$ cat src/design/gbn_pkg.sv
// shared constants, types and codes of the go-back-n sender
package gbn_pkg;

  // window depth and stored payload width
  localparam int WINDOW       = 8;
  localparam int PAYLOAD_BITS = 32;

  // command queue depth between front and back
  localparam int QUEUE_DEPTH  = 2;

  // derived widths
  localparam int IDX_W = (WINDOW > 1) ? $clog2(WINDOW) : 1;
  localparam int CNT_W = $clog2(WINDOW + 1);

  // field widths
  localparam int MODE_W  = 2;
  localparam int SEQ_W   = 32;
  localparam int DATA_W  = 32;
  localparam int KIND_W  = 3;
  localparam int CFG_W   = 16;
  localparam int BASE_W  = 16;
  localparam int LIMIT_W = 4;

  typedef logic [IDX_W-1:0]        idx_t;
  typedef logic [CNT_W-1:0]        cnt_t;
  typedef logic [CNT_W:0]          idx_sum_t;
  typedef logic [PAYLOAD_BITS-1:0] word_t;
  typedef logic [SEQ_W-1:0]        seq_t;
  typedef logic [KIND_W-1:0]       kind_t;
  typedef logic [BASE_W-1:0]       base_t;
  typedef logic [LIMIT_W-1:0]      limit_t;

  // input modes
  localparam logic [MODE_W-1:0] MODE_SEND    = 2'd0;
  localparam logic [MODE_W-1:0] MODE_ACK     = 2'd1;
  localparam logic [MODE_W-1:0] MODE_TIMEOUT = 2'd2;
  localparam logic [MODE_W-1:0] MODE_NOP     = 2'd3;

  // result kinds
  localparam kind_t KIND_SENT     = 3'd0;
  localparam kind_t KIND_REFUSED  = 3'd1;
  localparam kind_t KIND_RELEASED = 3'd2;
  localparam kind_t KIND_REJECTED = 3'd3;
  localparam kind_t KIND_RESENT   = 3'd4;

  // configuration register indexes
  localparam logic CFG_BASE_SEQ     = 1'b0;
  localparam logic CFG_WINDOW_LIMIT = 1'b1;

  localparam base_t  BASE_SEQ_RST     = '0;
  localparam limit_t WINDOW_LIMIT_RST = 4'd4;

  // classified command between front and back
  typedef enum logic [1:0] {
    OP_SEND,
    OP_ACK,
    OP_REJECT,
    OP_TIMEOUT
  } op_t;

  typedef struct packed {
    op_t   op;
    word_t payload;
    seq_t  ack_seq;
  } cmd_t;

  // head of the command queue as seen by the back
  typedef struct packed {
    logic valid;
    cmd_t cmd;
  } q_head_t;

endpackage

$ cat src/design/gbn_if.sv
// input and result channel interfaces of the go-back-n sender
interface gbn_in_if;
  logic                             valid;
  logic                             ready;
  logic [gbn_pkg::MODE_W-1:0]       mode;
  logic [31:0]                      payload;
  logic [gbn_pkg::SEQ_W-1:0]        ack_seq;
  logic                             ack_checksum_ok;

  modport source (output valid, output mode, output payload, output ack_seq,
                  output ack_checksum_ok, input ready);
  modport sink   (input valid, input mode, input payload, input ack_seq,
                  input ack_checksum_ok, output ready);
endinterface

interface gbn_out_if;
  logic                             valid;
  logic                             ready;
  logic [gbn_pkg::KIND_W-1:0]       kind;
  logic [gbn_pkg::SEQ_W-1:0]        seq;
  logic [gbn_pkg::DATA_W-1:0]       data;
  logic                             timer_start;
  logic                             timer_stop;
  logic                             last;

  modport source (output valid, output kind, output seq, output data,
                  output timer_start, output timer_stop, output last,
                  input ready);
  modport sink   (input valid, input kind, input seq, input data,
                  input timer_start, input timer_stop, input last,
                  output ready);
endinterface

$ cat src/design/go_back_n_sender.sv
// top level of the go-back-n sender window
// Go-Back-N sender: a send, a refused send and a rejected ack each give one
// result; an accepted ack is checked first and then gives one result per
// released packet, and a timeout gives one result per held packet (up to 8)
// or none on an empty window. The rate is set by the single result register
// of the back end, which loads one result per cycle unless it is stalled;
// a two-deep command queue lets inputs be taken while results are still
// being delivered. Mode three is dropped on input and gives no result.
// Configuration is taken on any cycle with cfg_we high and must be written
// only while the block is idle.
module go_back_n_sender (
  input  logic                      clk,
  input  logic                      rst_n,
  gbn_in_if.sink                    in_ch,
  gbn_out_if.source                 out_ch,
  input  logic                      cfg_we,
  input  logic                      cfg_index,
  input  logic [gbn_pkg::CFG_W-1:0] cfg_data
);

  gbn_pkg::q_head_t head;
  logic             pop;

  // input classification and command queue
  gbn_front u_front (
    .clk   (clk),
    .rst_n (rst_n),
    .in_ch (in_ch),
    .head  (head),
    .pop   (pop)
  );

  // window execution and results
  gbn_back u_back (
    .clk       (clk),
    .rst_n     (rst_n),
    .head      (head),
    .pop       (pop),
    .cfg_we    (cfg_we),
    .cfg_index (cfg_index),
    .cfg_data  (cfg_data),
    .out_ch    (out_ch)
  );

endmodule

$ cat src/design/gbn_front.sv
// front end: takes input transfers, classifies them and queues commands
module gbn_front (
  input  logic              clk,
  input  logic              rst_n,
  gbn_in_if.sink            in_ch,
  output gbn_pkg::q_head_t  head,
  input  logic              pop
);

  gbn_pkg::cmd_t q_r [gbn_pkg::QUEUE_DEPTH];
  logic          head_r, head_nxt;
  logic          tail_r, tail_nxt;
  logic [1:0]    count_r, count_nxt;
  gbn_pkg::cmd_t cmd_in;
  logic          push;
  logic          do_pop;

  // room for one more command
  assign in_ch.ready = (count_r != 2'(gbn_pkg::QUEUE_DEPTH));

  // classify the incoming item
  always_comb begin
    cmd_in.payload = gbn_pkg::word_t'(in_ch.payload);
    cmd_in.ack_seq = in_ch.ack_seq;
    cmd_in.op      = gbn_pkg::OP_SEND;
    push           = in_ch.valid && in_ch.ready;
    unique case (in_ch.mode)
      gbn_pkg::MODE_SEND:    cmd_in.op = gbn_pkg::OP_SEND;
      gbn_pkg::MODE_ACK:     cmd_in.op = in_ch.ack_checksum_ok ? gbn_pkg::OP_ACK
                                                              : gbn_pkg::OP_REJECT;
      gbn_pkg::MODE_TIMEOUT: cmd_in.op = gbn_pkg::OP_TIMEOUT;
      gbn_pkg::MODE_NOP:     push = 1'b0;
      default:               push = 1'b0;
    endcase
  end

  assign head.valid = (count_r != 2'd0);
  assign head.cmd   = q_r[head_r];
  assign do_pop     = pop && head.valid;

  // queue pointers
  always_comb begin
    head_nxt  = do_pop ? ~head_r : head_r;
    tail_nxt  = push ? ~tail_r : tail_r;
    count_nxt = count_r + 2'(push) - 2'(do_pop);
  end

  always_ff @(posedge clk) begin
    if (!rst_n) begin
      head_r  <= 1'b0;
      tail_r  <= 1'b0;
      count_r <= 2'd0;
    end else begin
      head_r  <= head_nxt;
      tail_r  <= tail_nxt;
      count_r <= count_nxt;
    end
  end

  // queue storage
  always_ff @(posedge clk) begin
    if (push) begin
      q_r[tail_r] <= cmd_in;
    end
  end

endmodule

$ cat src/design/gbn_back.sv
// back end: window state, packet store and result sequencing
module gbn_back (
  input  logic                    clk,
  input  logic                    rst_n,
  input  gbn_pkg::q_head_t        head,
  output logic                    pop,
  input  logic                    cfg_we,
  input  logic                    cfg_index,
  input  logic [gbn_pkg::CFG_W-1:0] cfg_data,
  gbn_out_if.source               out_ch
);

  typedef enum logic [2:0] {
    ST_IDLE   = 3'b001,
    ST_ACK    = 3'b010,
    ST_RESEND = 3'b100
  } state_t;

  state_t               state_r, state_nxt;
  gbn_pkg::word_t       store_r [gbn_pkg::WINDOW];
  gbn_pkg::idx_t        oldest_r, oldest_nxt;
  gbn_pkg::cnt_t        held_r, held_nxt;
  gbn_pkg::seq_t        sent_r, sent_nxt;
  gbn_pkg::seq_t        ack_r, ack_nxt;
  gbn_pkg::seq_t        cur_seq_r, cur_seq_nxt;
  gbn_pkg::idx_t        idx_r, idx_nxt;
  gbn_pkg::base_t       base_r;
  gbn_pkg::limit_t      limit_r;

  logic                 out_valid_r, out_valid_nxt;
  gbn_pkg::kind_t       out_kind_r, out_kind_nxt;
  gbn_pkg::seq_t        out_seq_r, out_seq_nxt;
  logic [gbn_pkg::DATA_W-1:0] out_data_r, out_data_nxt;
  logic                 out_ts_r, out_ts_nxt;
  logic                 out_tp_r, out_tp_nxt;
  logic                 out_last_r, out_last_nxt;

  logic                 adv;
  logic                 wr_en;
  gbn_pkg::idx_t        wr_idx;
  gbn_pkg::cnt_t        limit;
  gbn_pkg::seq_t        send_seq;
  gbn_pkg::seq_t        oldest_seq;
  gbn_pkg::seq_t        next_seq;
  gbn_pkg::idx_t        rd_idx;

  // circular index add, first operand below and second up to the window depth
  function automatic gbn_pkg::idx_t add_idx(gbn_pkg::idx_t a, gbn_pkg::cnt_t b);
    gbn_pkg::idx_sum_t s;
    s = gbn_pkg::idx_sum_t'(a) + gbn_pkg::idx_sum_t'(b);
    if (s >= gbn_pkg::idx_sum_t'(gbn_pkg::WINDOW)) begin
      s = s - gbn_pkg::idx_sum_t'(gbn_pkg::WINDOW);
    end
    return gbn_pkg::idx_t'(s);
  endfunction

  // configuration registers
  always_ff @(posedge clk) begin
    if (!rst_n) begin
      base_r  <= gbn_pkg::BASE_SEQ_RST;
      limit_r <= gbn_pkg::WINDOW_LIMIT_RST;
    end else if (cfg_we) begin
      unique case (cfg_index)
        gbn_pkg::CFG_BASE_SEQ:     base_r  <= cfg_data[gbn_pkg::BASE_W-1:0];
        gbn_pkg::CFG_WINDOW_LIMIT: limit_r <= cfg_data[gbn_pkg::LIMIT_W-1:0];
        default: ;
      endcase
    end
  end

  // limit clamped to the store depth
  always_comb begin
    if (32'(limit_r) > 32'(gbn_pkg::WINDOW)) begin
      limit = gbn_pkg::cnt_t'(gbn_pkg::WINDOW);
    end else begin
      limit = gbn_pkg::cnt_t'(limit_r);
    end
  end

  // sequence numbers of the next new packet and of the oldest held one
  assign send_seq   = gbn_pkg::seq_t'(base_r) + sent_r;
  assign oldest_seq = send_seq - gbn_pkg::seq_t'(held_r);
  assign next_seq   = cur_seq_r + gbn_pkg::seq_t'(1);
  assign wr_idx     = add_idx(oldest_r, held_r);
  assign rd_idx     = add_idx(oldest_r, gbn_pkg::cnt_t'(idx_r));

  // result register may load when empty or being taken
  assign adv = !out_valid_r || out_ch.ready;

  // sequencer
  always_comb begin
    state_nxt     = state_r;
    oldest_nxt    = oldest_r;
    held_nxt      = held_r;
    sent_nxt      = sent_r;
    ack_nxt       = ack_r;
    cur_seq_nxt   = cur_seq_r;
    idx_nxt       = idx_r;
    out_valid_nxt = out_valid_r && !out_ch.ready;
    out_kind_nxt  = out_kind_r;
    out_seq_nxt   = out_seq_r;
    out_data_nxt  = out_data_r;
    out_ts_nxt    = out_ts_r;
    out_tp_nxt    = out_tp_r;
    out_last_nxt  = out_last_r;
    wr_en         = 1'b0;
    pop           = 1'b0;

    if (adv) begin
      unique case (state_r)
        ST_IDLE: begin
          if (head.valid) begin
            pop          = 1'b1;
            out_seq_nxt  = '0;
            out_data_nxt = '0;
            out_ts_nxt   = 1'b0;
            out_tp_nxt   = 1'b0;
            out_last_nxt = 1'b1;
            unique case (head.cmd.op)
              gbn_pkg::OP_SEND: begin
                out_valid_nxt = 1'b1;
                if (held_r >= limit) begin
                  out_kind_nxt = gbn_pkg::KIND_REFUSED;
                end else begin
                  wr_en        = 1'b1;
                  held_nxt     = held_r + gbn_pkg::cnt_t'(1);
                  sent_nxt     = sent_r + gbn_pkg::seq_t'(1);
                  out_kind_nxt = gbn_pkg::KIND_SENT;
                  out_seq_nxt  = send_seq;
                  out_data_nxt = gbn_pkg::DATA_W'(head.cmd.payload);
                  out_ts_nxt   = 1'b1;
                end
              end
              gbn_pkg::OP_ACK: begin
                if (held_r != '0 && oldest_seq <= head.cmd.ack_seq) begin
                  ack_nxt     = head.cmd.ack_seq;
                  cur_seq_nxt = oldest_seq;
                  state_nxt   = ST_ACK;
                end else begin
                  out_valid_nxt = 1'b1;
                  out_kind_nxt  = gbn_pkg::KIND_REJECTED;
                end
              end
              gbn_pkg::OP_REJECT: begin
                out_valid_nxt = 1'b1;
                out_kind_nxt  = gbn_pkg::KIND_REJECTED;
              end
              gbn_pkg::OP_TIMEOUT: begin
                // empty window gives no results
                if (held_r != '0) begin
                  cur_seq_nxt = oldest_seq;
                  idx_nxt     = '0;
                  state_nxt   = ST_RESEND;
                end
              end
              default: ;
            endcase
          end
        end
        ST_ACK: begin
          // release the oldest packet, one a cycle while the result register can load
          out_valid_nxt = 1'b1;
          out_kind_nxt  = gbn_pkg::KIND_RELEASED;
          out_seq_nxt   = cur_seq_r;
          out_data_nxt  = '0;
          out_ts_nxt    = 1'b0;
          out_tp_nxt    = 1'b1;
          out_last_nxt  = (held_r == gbn_pkg::cnt_t'(1)) || (next_seq > ack_r);
          oldest_nxt    = add_idx(oldest_r, gbn_pkg::cnt_t'(1));
          held_nxt      = held_r - gbn_pkg::cnt_t'(1);
          cur_seq_nxt   = next_seq;
          if (out_last_nxt) begin
            state_nxt = ST_IDLE;
          end
        end
        ST_RESEND: begin
          // resend held packets oldest first
          out_valid_nxt = 1'b1;
          out_kind_nxt  = gbn_pkg::KIND_RESENT;
          out_seq_nxt   = cur_seq_r;
          out_data_nxt  = gbn_pkg::DATA_W'(store_r[rd_idx]);
          out_ts_nxt    = 1'b1;
          out_tp_nxt    = 1'b0;
          out_last_nxt  = (gbn_pkg::cnt_t'(idx_r) + gbn_pkg::cnt_t'(1)) == held_r;
          cur_seq_nxt   = next_seq;
          idx_nxt       = idx_r + gbn_pkg::idx_t'(1);
          if (out_last_nxt) begin
            state_nxt = ST_IDLE;
          end
        end
        default: state_nxt = ST_IDLE;
      endcase
    end
  end

  // control state
  always_ff @(posedge clk) begin
    if (!rst_n) begin
      state_r     <= ST_IDLE;
      oldest_r    <= '0;
      held_r      <= '0;
      sent_r      <= '0;
      out_valid_r <= 1'b0;
    end else begin
      state_r     <= state_nxt;
      oldest_r    <= oldest_nxt;
      held_r      <= held_nxt;
      sent_r      <= sent_nxt;
      out_valid_r <= out_valid_nxt;
    end
  end

  // working and result payload registers
  always_ff @(posedge clk) begin
    ack_r      <= ack_nxt;
    cur_seq_r  <= cur_seq_nxt;
    idx_r      <= idx_nxt;
    out_kind_r <= out_kind_nxt;
    out_seq_r  <= out_seq_nxt;
    out_data_r <= out_data_nxt;
    out_ts_r   <= out_ts_nxt;
    out_tp_r   <= out_tp_nxt;
    out_last_r <= out_last_nxt;
  end

  // packet store
  always_ff @(posedge clk) begin
    if (wr_en) begin
      store_r[wr_idx] <= head.cmd.payload;
    end
  end

  // result channel
  assign out_ch.valid       = out_valid_r;
  assign out_ch.kind        = out_kind_r;
  assign out_ch.seq         = out_seq_r;
  assign out_ch.data        = out_data_r;
  assign out_ch.timer_start = out_ts_r;
  assign out_ch.timer_stop  = out_tp_r;
  assign out_ch.last        = out_last_r;

endmodule

$ cat src/flat_wrapper.sv
// flat-port wrapper written by rule: the top's interface ports become plain ports
module go_back_n_sender_flat 
  (clk, rst_n, cfg_we, cfg_index, cfg_data, in_ch_valid, in_ch_mode, in_ch_payload, in_ch_ack_seq, in_ch_ack_checksum_ok, in_ch_ready, out_ch_valid, out_ch_kind, out_ch_seq, out_ch_data, out_ch_timer_start, out_ch_timer_stop, out_ch_last, out_ch_ready);
  gbn_in_if in_ch_i ();
  gbn_out_if out_ch_i ();
  input  logic clk;
  input  logic rst_n;
  input  logic cfg_we;
  input  logic cfg_index;
  input  logic [gbn_pkg::CFG_W-1:0] cfg_data;
  input wire logic [$bits(in_ch_i.valid)-1:0] in_ch_valid;
  input wire logic [$bits(in_ch_i.mode)-1:0] in_ch_mode;
  input wire logic [$bits(in_ch_i.payload)-1:0] in_ch_payload;
  input wire logic [$bits(in_ch_i.ack_seq)-1:0] in_ch_ack_seq;
  input wire logic [$bits(in_ch_i.ack_checksum_ok)-1:0] in_ch_ack_checksum_ok;
  output wire logic [$bits(in_ch_i.ready)-1:0] in_ch_ready;
  output wire logic [$bits(out_ch_i.valid)-1:0] out_ch_valid;
  output wire logic [$bits(out_ch_i.kind)-1:0] out_ch_kind;
  output wire logic [$bits(out_ch_i.seq)-1:0] out_ch_seq;
  output wire logic [$bits(out_ch_i.data)-1:0] out_ch_data;
  output wire logic [$bits(out_ch_i.timer_start)-1:0] out_ch_timer_start;
  output wire logic [$bits(out_ch_i.timer_stop)-1:0] out_ch_timer_stop;
  output wire logic [$bits(out_ch_i.last)-1:0] out_ch_last;
  input wire logic [$bits(out_ch_i.ready)-1:0] out_ch_ready;
  assign in_ch_i.valid = in_ch_valid;
  assign in_ch_i.mode = in_ch_mode;
  assign in_ch_i.payload = in_ch_payload;
  assign in_ch_i.ack_seq = in_ch_ack_seq;
  assign in_ch_i.ack_checksum_ok = in_ch_ack_checksum_ok;
  assign in_ch_ready = in_ch_i.ready;
  assign out_ch_valid = out_ch_i.valid;
  assign out_ch_kind = out_ch_i.kind;
  assign out_ch_seq = out_ch_i.seq;
  assign out_ch_data = out_ch_i.data;
  assign out_ch_timer_start = out_ch_i.timer_start;
  assign out_ch_timer_stop = out_ch_i.timer_stop;
  assign out_ch_last = out_ch_i.last;
  assign out_ch_i.ready = out_ch_ready;
  go_back_n_sender u_core (.clk(clk), .rst_n(rst_n), .in_ch(in_ch_i), .out_ch(out_ch_i), .cfg_we(cfg_we), .cfg_index(cfg_index), .cfg_data(cfg_data));
endmodule
$ cat config.mk
export PLATFORM = sky130hd
export DESIGN_NAME = go_back_n_sender_flat
export DESIGN_NICKNAME = d
export VERILOG_FILES = /design/src/design/gbn_pkg.sv /design/src/design/gbn_if.sv /design/src/design/go_back_n_sender.sv /design/src/design/gbn_front.sv /design/src/design/gbn_back.sv /design/src/flat_wrapper.sv
export SDC_FILE = /design/constraint.sdc
export NUM_CORES = 1
export LEC_CHECK = 0
export BUFFER_PORTS_ARGS = -buffer_cell sky130_fd_sc_hd__buf_2
export CAP_MARGIN = 30
export CORE_ASPECT_RATIO = 1.1
export CORE_MARGIN = 5
export CORE_UTILIZATION = 50
export DETAILED_ROUTE_END_ITERATION = 10
export PLACE_DENSITY = 0.7
export SLEW_MARGIN = 20
export SYNTH_ARGS = -nofsm -noshare
export SYNTH_HDL_FRONTEND = slang
export SYNTH_SLANG_ARGS = --single-unit
$ cat constraint.sdc
create_clock -name clk -period 15.2 [get_ports clk]
set_input_delay 0.76 -clock clk [delete_from_list [all_inputs] [get_ports clk]]
set_output_delay 0.76 -clock clk [all_outputs]
set_load 0.1 [all_outputs]
Yosys cells after proc, flatten, opt, wreduce, memory -nomap -nowiden
Memory sizes are Yosys's and may differ from the RTL's. A register that Yosys moved wholly into a read port is not among the register bits.
Cells that the tools add are included.

cells by class
  $add $sub $neg = 16
  order comparisons = 7
  equality and inequality tests = 24
  mux-type cells = 65
  bitwise logic cells = 4
  reductions and logical operators = 29

operators with widths
  cell                   count
  $mux 32                9
  $pmux 32 s2            3
  $pmux 32 s3            1
  $add 32x1->32 const B  2
  $mux 3                 13
  $add 16x32->32         1
  $gt 32x32->1           1
  $le 32x32->1           1
  $sub 32x4->32          1
  $pmux 3 s3             3
  $reduce_and 5->1       5
  $mux 1                 22
  $mux 4                 4
  $pmux 3 s2             2
  $ne 2x2->1 const B     5
  $ne 3x3->1 const B     3
  $pmux 1 s3             3
  $sub 3x1->3 const B    3
  $add 3x1->4 const B    2
  $eq 2x2->1 const B     4
  $ge 4x4->1 const B     2
  $pmux 4 s2             1
  $reduce_bool 2->1      4
  $reduce_and 7->1       1
  33 further kinds       49

storage, ports and cells
  bits in registers = 204
  memory bits (writable) = 388
  input bits = 89
  output and inout port bits = 72
  word-level logic and storage cells = 166
  memories = 2

memories
  name                   depth  width  read ports  clocked after Yosys merged registers in  write ports  line             text
  u_core.u_back.store_r  8      32     1           0                                        1            gbn_back.sv:20   gbn_pkg::word_t store_r [gbn_pkg::WINDOW];
  u_core.u_front.q_r     2      66     1           1                                        1            gbn_front.sv:10  gbn_pkg::cmd_t q_r [gbn_pkg::QUEUE_DEPTH];

Depth between registers and ports, before layout
  depth in word-level cells = 10
  gate-level depth with buffers = 23
  mapped depth without buffers = 23

Cells and area by module
Synthesis repeated with hierarchy kept, for this count alone.

second synthesis, totals
  cells, all modules = 1978
  area total of the unflattened synthesis = 27575.2 µm²

by module, submodules not included
  module     instances  cells an instance  area each (µm²)
  gbn_back   1          1736               22392.7
  gbn_front  1          242                5182.5

Worst setup path after synthesis
Ideal clock, no wire load.

  kind = register -> register
  from = register u_core.u_back.sent_r[0]
  to = register u_core.u_back.cur_seq_r[0], enable pin
  setup time = 0.421 ns
  arrival time = 6.059 ns
  required time = 14.779 ns
  path slack = 8.720 ns
  stages on the path, launching flop included = 24
  clock period less this slack = 6.480 ns
  cells stage by stage = dfxtp_1 > ha_1 > inv_1 > fa_1 > inv_1 > ha_1 > nor2b_1 > o21ai_0 > nand2b_1 > a221oi_2 > nand4_1 > or4_4 > nor4_1 > xor2_1 > ha_1 > a21o_1 > a21o_1 > a211oi_1 > o21ai_0 > o211ai_1 > nand4_1 > a31oi_1 > nor2_1 > nor2_1

between the ends
  longest elaborated chain between the ends = 6

RTL lines
  element                            line             text
  from (decl)                        gbn_back.sv:23   gbn_pkg::seq_t sent_r, sent_nxt;
  from (signal assigned)             gbn_back.sv:208  sent_r <= sent_nxt;
  $add 16x32->32                     gbn_back.sv:81   assign send_seq = gbn_pkg::seq_t'(base_r) + sent_r;
  $sub 32x4->32                      gbn_back.sv:82   assign oldest_seq = send_seq - gbn_pkg::seq_t'(held_r);
  $le 32x32->1                       gbn_back.sv:135  if (held_r != '0 && oldest_seq <= head.cmd.ack_seq) begin
  $logic_and 1x1->1                  gbn_back.sv:135
  $ne 3x3->1 (no source line)        n/a
  $reduce_and 6->1 (no source line)  n/a
  to (signal assigned)               gbn_back.sv:216  cur_seq_r <= cur_seq_nxt;
  to (decl)                          gbn_back.sv:25   gbn_pkg::seq_t cur_seq_r, cur_seq_nxt;

Every way passes these cells.
A chain may end at the register's enable or synchronous reset.

Worst setup path in the final report
  from = register u_core.u_back.sent_r[0]
  to = register u_core.u_back.out_kind_r[0] (netlist: u_core.u_back.out_ch.kind[0]), enable pin

between the ends
  longest elaborated chain between the ends = 6

RTL lines
  element                            line             text
  $add 16x32->32                     gbn_back.sv:81
  $sub 32x4->32                      gbn_back.sv:82
  $le 32x32->1                       gbn_back.sv:135
  $logic_and 1x1->1                  gbn_back.sv:135
  $ne 3x3->1 (no source line)        n/a
  $reduce_and 5->1 (no source line)  n/a
  to (signal assigned)               gbn_back.sv:218  out_kind_r <= out_kind_nxt;
  to (decl)                          gbn_back.sv:31   gbn_pkg::kind_t out_kind_r, out_kind_nxt;

Every way passes these cells.

==> results_dict.tcl <==
set metrics [dict create \
    hold_viol_final 0 \
    tightest_slew_ns 0.951 \
    insertion_delay_ns 0.63 \
    placed_area_mm2 0.0290 \
    finalSetupViolations 0 \
    critPathSlowestCell "fa_1" \
    ioPinCount 161 \
    vdd_drop_max_mv 0.224 \
    yosys_warnings 0 \
    hp-class "in -> reg" \
    maxCapViolCount 0 \
    internal-power_mw 3.36 \
    swShare_pct 38.7 \
    grt_pass1_wl_mm 96.7 \
    gr-total-overflow 0 \
    tritoncts "done" \
    core_area_mm2 0.0539 \
    synth-edff-count 525 \
    grt_setup_unrepaired "false" \
    clock-root-buffer "clkbuf_16" \
    clock_path_buffers 3 \
    clk_pin_slew_ns 0.07 \
    fp.dieH_um 255 \
    fillerInstances 4353 \
    clock-sinks 593 \
    track_usage_pct 21.0 \
    arrival_ns 6.68 \
    dr.pass1.iters 5 \
    drtIter0Drc 1165 \
    period_minus_slack_ns 6.38 \
    synth_cell_types 80 \
    fin_skew_ns 0.0290 \
    via_count 16700 \
    comb_power_share_pct 32.3 \
    setup_tns_ns 0 \
    synth.area.mux_share_pct 9.83 \
    fmax_mhz 157 \
    synth_cells 1970 \
    portBuffers 160 \
    die_x_um 233 \
    grt_max_degree 73 \
    ys_async_sr_fraction_pct 0 \
    htreeDepth 2 \
    status "completed" \
    register_area_mm2 0.0171 \
    required_ns 15.50 \
    rows 89 \
    seq_power_share_pct 41.3 \
    final_cell_area_mm2 0.0310 \
    synth_top_family_by_area "multiplexers" \
    cpPeakStageDelay_ns 0.55 \
    cts_buffers 57 \
    cts_resized 0 \
    routed_wl_mm 62.8 \
    relSlewSlack_pct 35.8 \
    end_kind "flop" \
    ys_seq_area_share_pct 62.8 \
    ys_ff_latch 593 \
    yosys.area_share.xor_xnor_pct 4.07 \
    grt_pass1_vias 17100 \
    fin_nets 2342 \
    holdBufCountCts 0 \
    power_mw 5.48 \
    ant_nets 0 \
    synth_compound_area_share_pct 6.67 \
    startpoint_type "flop" \
    gp_congestion 0.891 \
    multi_input_area_mm2 0.00960 \
    wl_per_cell_um 21.5 \
    clkPwrFrac_pct 26.4 \
    antenna_cells 0 \
    final_core_util_pct 57.5 \
    ys.flop_type "edfxtp_1" \
    synth_fa_ha_area_share_pct 5.15 \
    start_util_pct 50.6 \
    leakagePower_nw 11.3 \
    slew_violations 0 \
    path_cells "ha_1 > inv_1 > fa_1 > inv_1 > ha_1 > nor2b_1 > o21ai_0 > nand2b_1 > a221oi_2 > nand4_1 > or4_4 > nor3_2 > nand3_1 > xor2_1 > ha_1 > nand4_1 > nor4_1 > o311ai_0 > nand4_1 > a22o_1 > mux2i_1 > a21oi_1" \
    drive_gt1_share_pct 19.8 \
    p_per_area_mw_per_mm2 177 \
    critPathKind "reg -> reg" \
    min_period_over_period_pct 42.0 \
    viasPerCell 5.72 \
    drc 0 \
    dpl.hpwl_mm 42.1 \
    cp_max_fo 5 \
    antenna_found_initial 0 \
    syn-cell-area_mm2 0.0273 \
    post_cts_buffers 0 \
    synth_fp_nets 2169 \
    power.switching_mw 2.12 \
    synth_area_per_cell_um2 13.9 \
    yosys.area_share.simple_pct 9.17 \
    dieArea_mm2 0.0594 \
    area_growth_pct 13.5 \
]
## flip-flops by register name (all words and copies together) (netlist names), 4 cells and up, named ones only
signal	cells
u_core.u_back.base_r	16
u_core.u_back.ack_r	32
u_core.u_back.out_ch.seq	32
u_core.u_front.q_r	132
u_core.u_back.sent_r	32
u_core.u_back.limit_r	4
u_core.u_back.store_r	256
u_core.u_back.out_ch.data	32
u_core.u_back.cur_seq_r	32
u_core.u_back.held_r	4
## worst max-delay path: cells and delay by family (launching register included)
| family | cells | cell delay, ns |
|---|---|---|
| simple gates | 9 | 2.47 |
| compound gates | 5 | 1.38 |
| fa+ha+maj | 4 | 1.35 |
| flops | 1 | 0.42 |
| xor+xnor | 1 | 0.19 |
| buf+inv | 2 | 0.12 |
| mux | 1 | 0.11 |
## synth_stat cells (4+ instances only)
cell type    n  area share, %
a211oi_1     7           0.19
a21o_1      32           0.88
a21oi_1     65            1.2
a221oi_2     4           0.22
a22o_1       5           0.16
a2bb2oi_1    4           0.13
a31oi_1      7           0.16
and2_1      10           0.23
and3_1      12           0.28
and4_1      14           0.45
buf_1       11           0.15
buf_2        5          0.092
clkbuf_1    56           0.77
dfxtp_1     68            5.0
edfxtp_1   525             58
fa_1         4           0.29
ha_1       106            4.9
inv_1       93            1.3
mux2_2      48            2.0
mux2i_1     69            2.5
mux4_2      64            5.3
nand2_1    184            2.5
nand2b_1     9           0.21
nand3_1     40           0.73
nand4_1     41           0.94
nor2_1     130            1.8
nor2b_1     13           0.30
nor3_1      15           0.28
nor3b_1      4           0.11
nor4_1      10           0.23
o211ai_1     7           0.19
o21a_1       7           0.19
o21ai_0     86            1.6
o21bai_1     4           0.11
o31ai_1     12           0.33
or3_1       11           0.25
xnor2_1     74            2.4
xor2_1      49            1.6
## routing by layer
layer | wire length, um | GRT usage (%) | share of wire (%)
met1 | 24700 | 26.1 | 39
met2 | 32900 | 38.2 | 52
met3 | 3290 | 2.91 | 5.2
met4 | 1950 | 6.70 | 3.1
met5 | 0 | 0 | 0
## final cells by class
| class | count | share of cell area (%) |
|---|---|---|
| tap | 728 | 2.94 |
| multi-input combinational | 1210 | 31.0 |
| timing repair buffer | 187 | 3.37 |
| clock inverter | 45 | 1.57 |
| sequential | 593 | 55.3 |
| inverter | 94 | 1.14 |
| clock buffer | 63 | 4.68 |
## through the flow
step	hold slack, ns	cells	setup WS (ns)
after floorplan	0.432	1970	8.72
after global placement	0.451	2809	9.12
after detailed placement	0.452	2809	8.90
after CTS	0.281	2917	8.87
after global routing	0.286	2920	8.36
final	0.320	2920	8.82
## kinds of logic after synthesis
family,Yosys count
flops,593
simple gates,516
compound gates,277
mux,182
buf+inv,167
xor+xnor,125
fa+ha+maj,110
## power groups by stage
stage / clock (mW) / sequential, mW / combinational (mW)
global placement: 0 / 2.29 / 1.74
detailed placement: 0 / 2.30 / 1.77
floorplan: 0 / 2.96 / 0.666
CTS: 1.48 / 2.27 / 1.78
finish: 1.45 / 2.27 / 1.77
global route: 1.55 / 2.28 / 1.88
## cells in the final DEF (no fill, tap or decap), types with 12 or more instances in the layout
master,netlist,final
nand4_1,41,41
clkinv_1,1,16
nand3_1,40,40
mux2_2,48,48
xor2_1,49,49
nor2b_1,13,13
mux4_2,64,64
ha_1,106,105
inv_1,93,91
nand2_1,184,183
nor2_1,130,120
xnor2_1,74,73
and4_1,14,14
buf_4,0,25
o31ai_1,12,12
dfxtp_1,68,67
mux2i_1,69,69
a21o_1,32,32
o21ai_0,86,86
edfxtp_1,525,525
and3_1,12,12
clkbuf_16,0,57
buf_2,5,160
a21oi_1,65,65
## final timing paths
path	from	to	slack (ns)	cells past startpoint
hold / removal	in_ch_payload[16]	u_core.u_front.q_r[0][48]	0.32	1
setup / recovery	u_core.u_back.sent_r[0]	u_core.u_back.out_ch.kind[0]	8.82	22
hold reg to reg	u_core.u_back.limit_r[0]	u_core.u_back.limit_r[0]	0.46	2
setup reg to reg	u_core.u_back.sent_r[0]	u_core.u_back.out_ch.kind[0]	8.82	22
(Power assumes the default switching activity.)
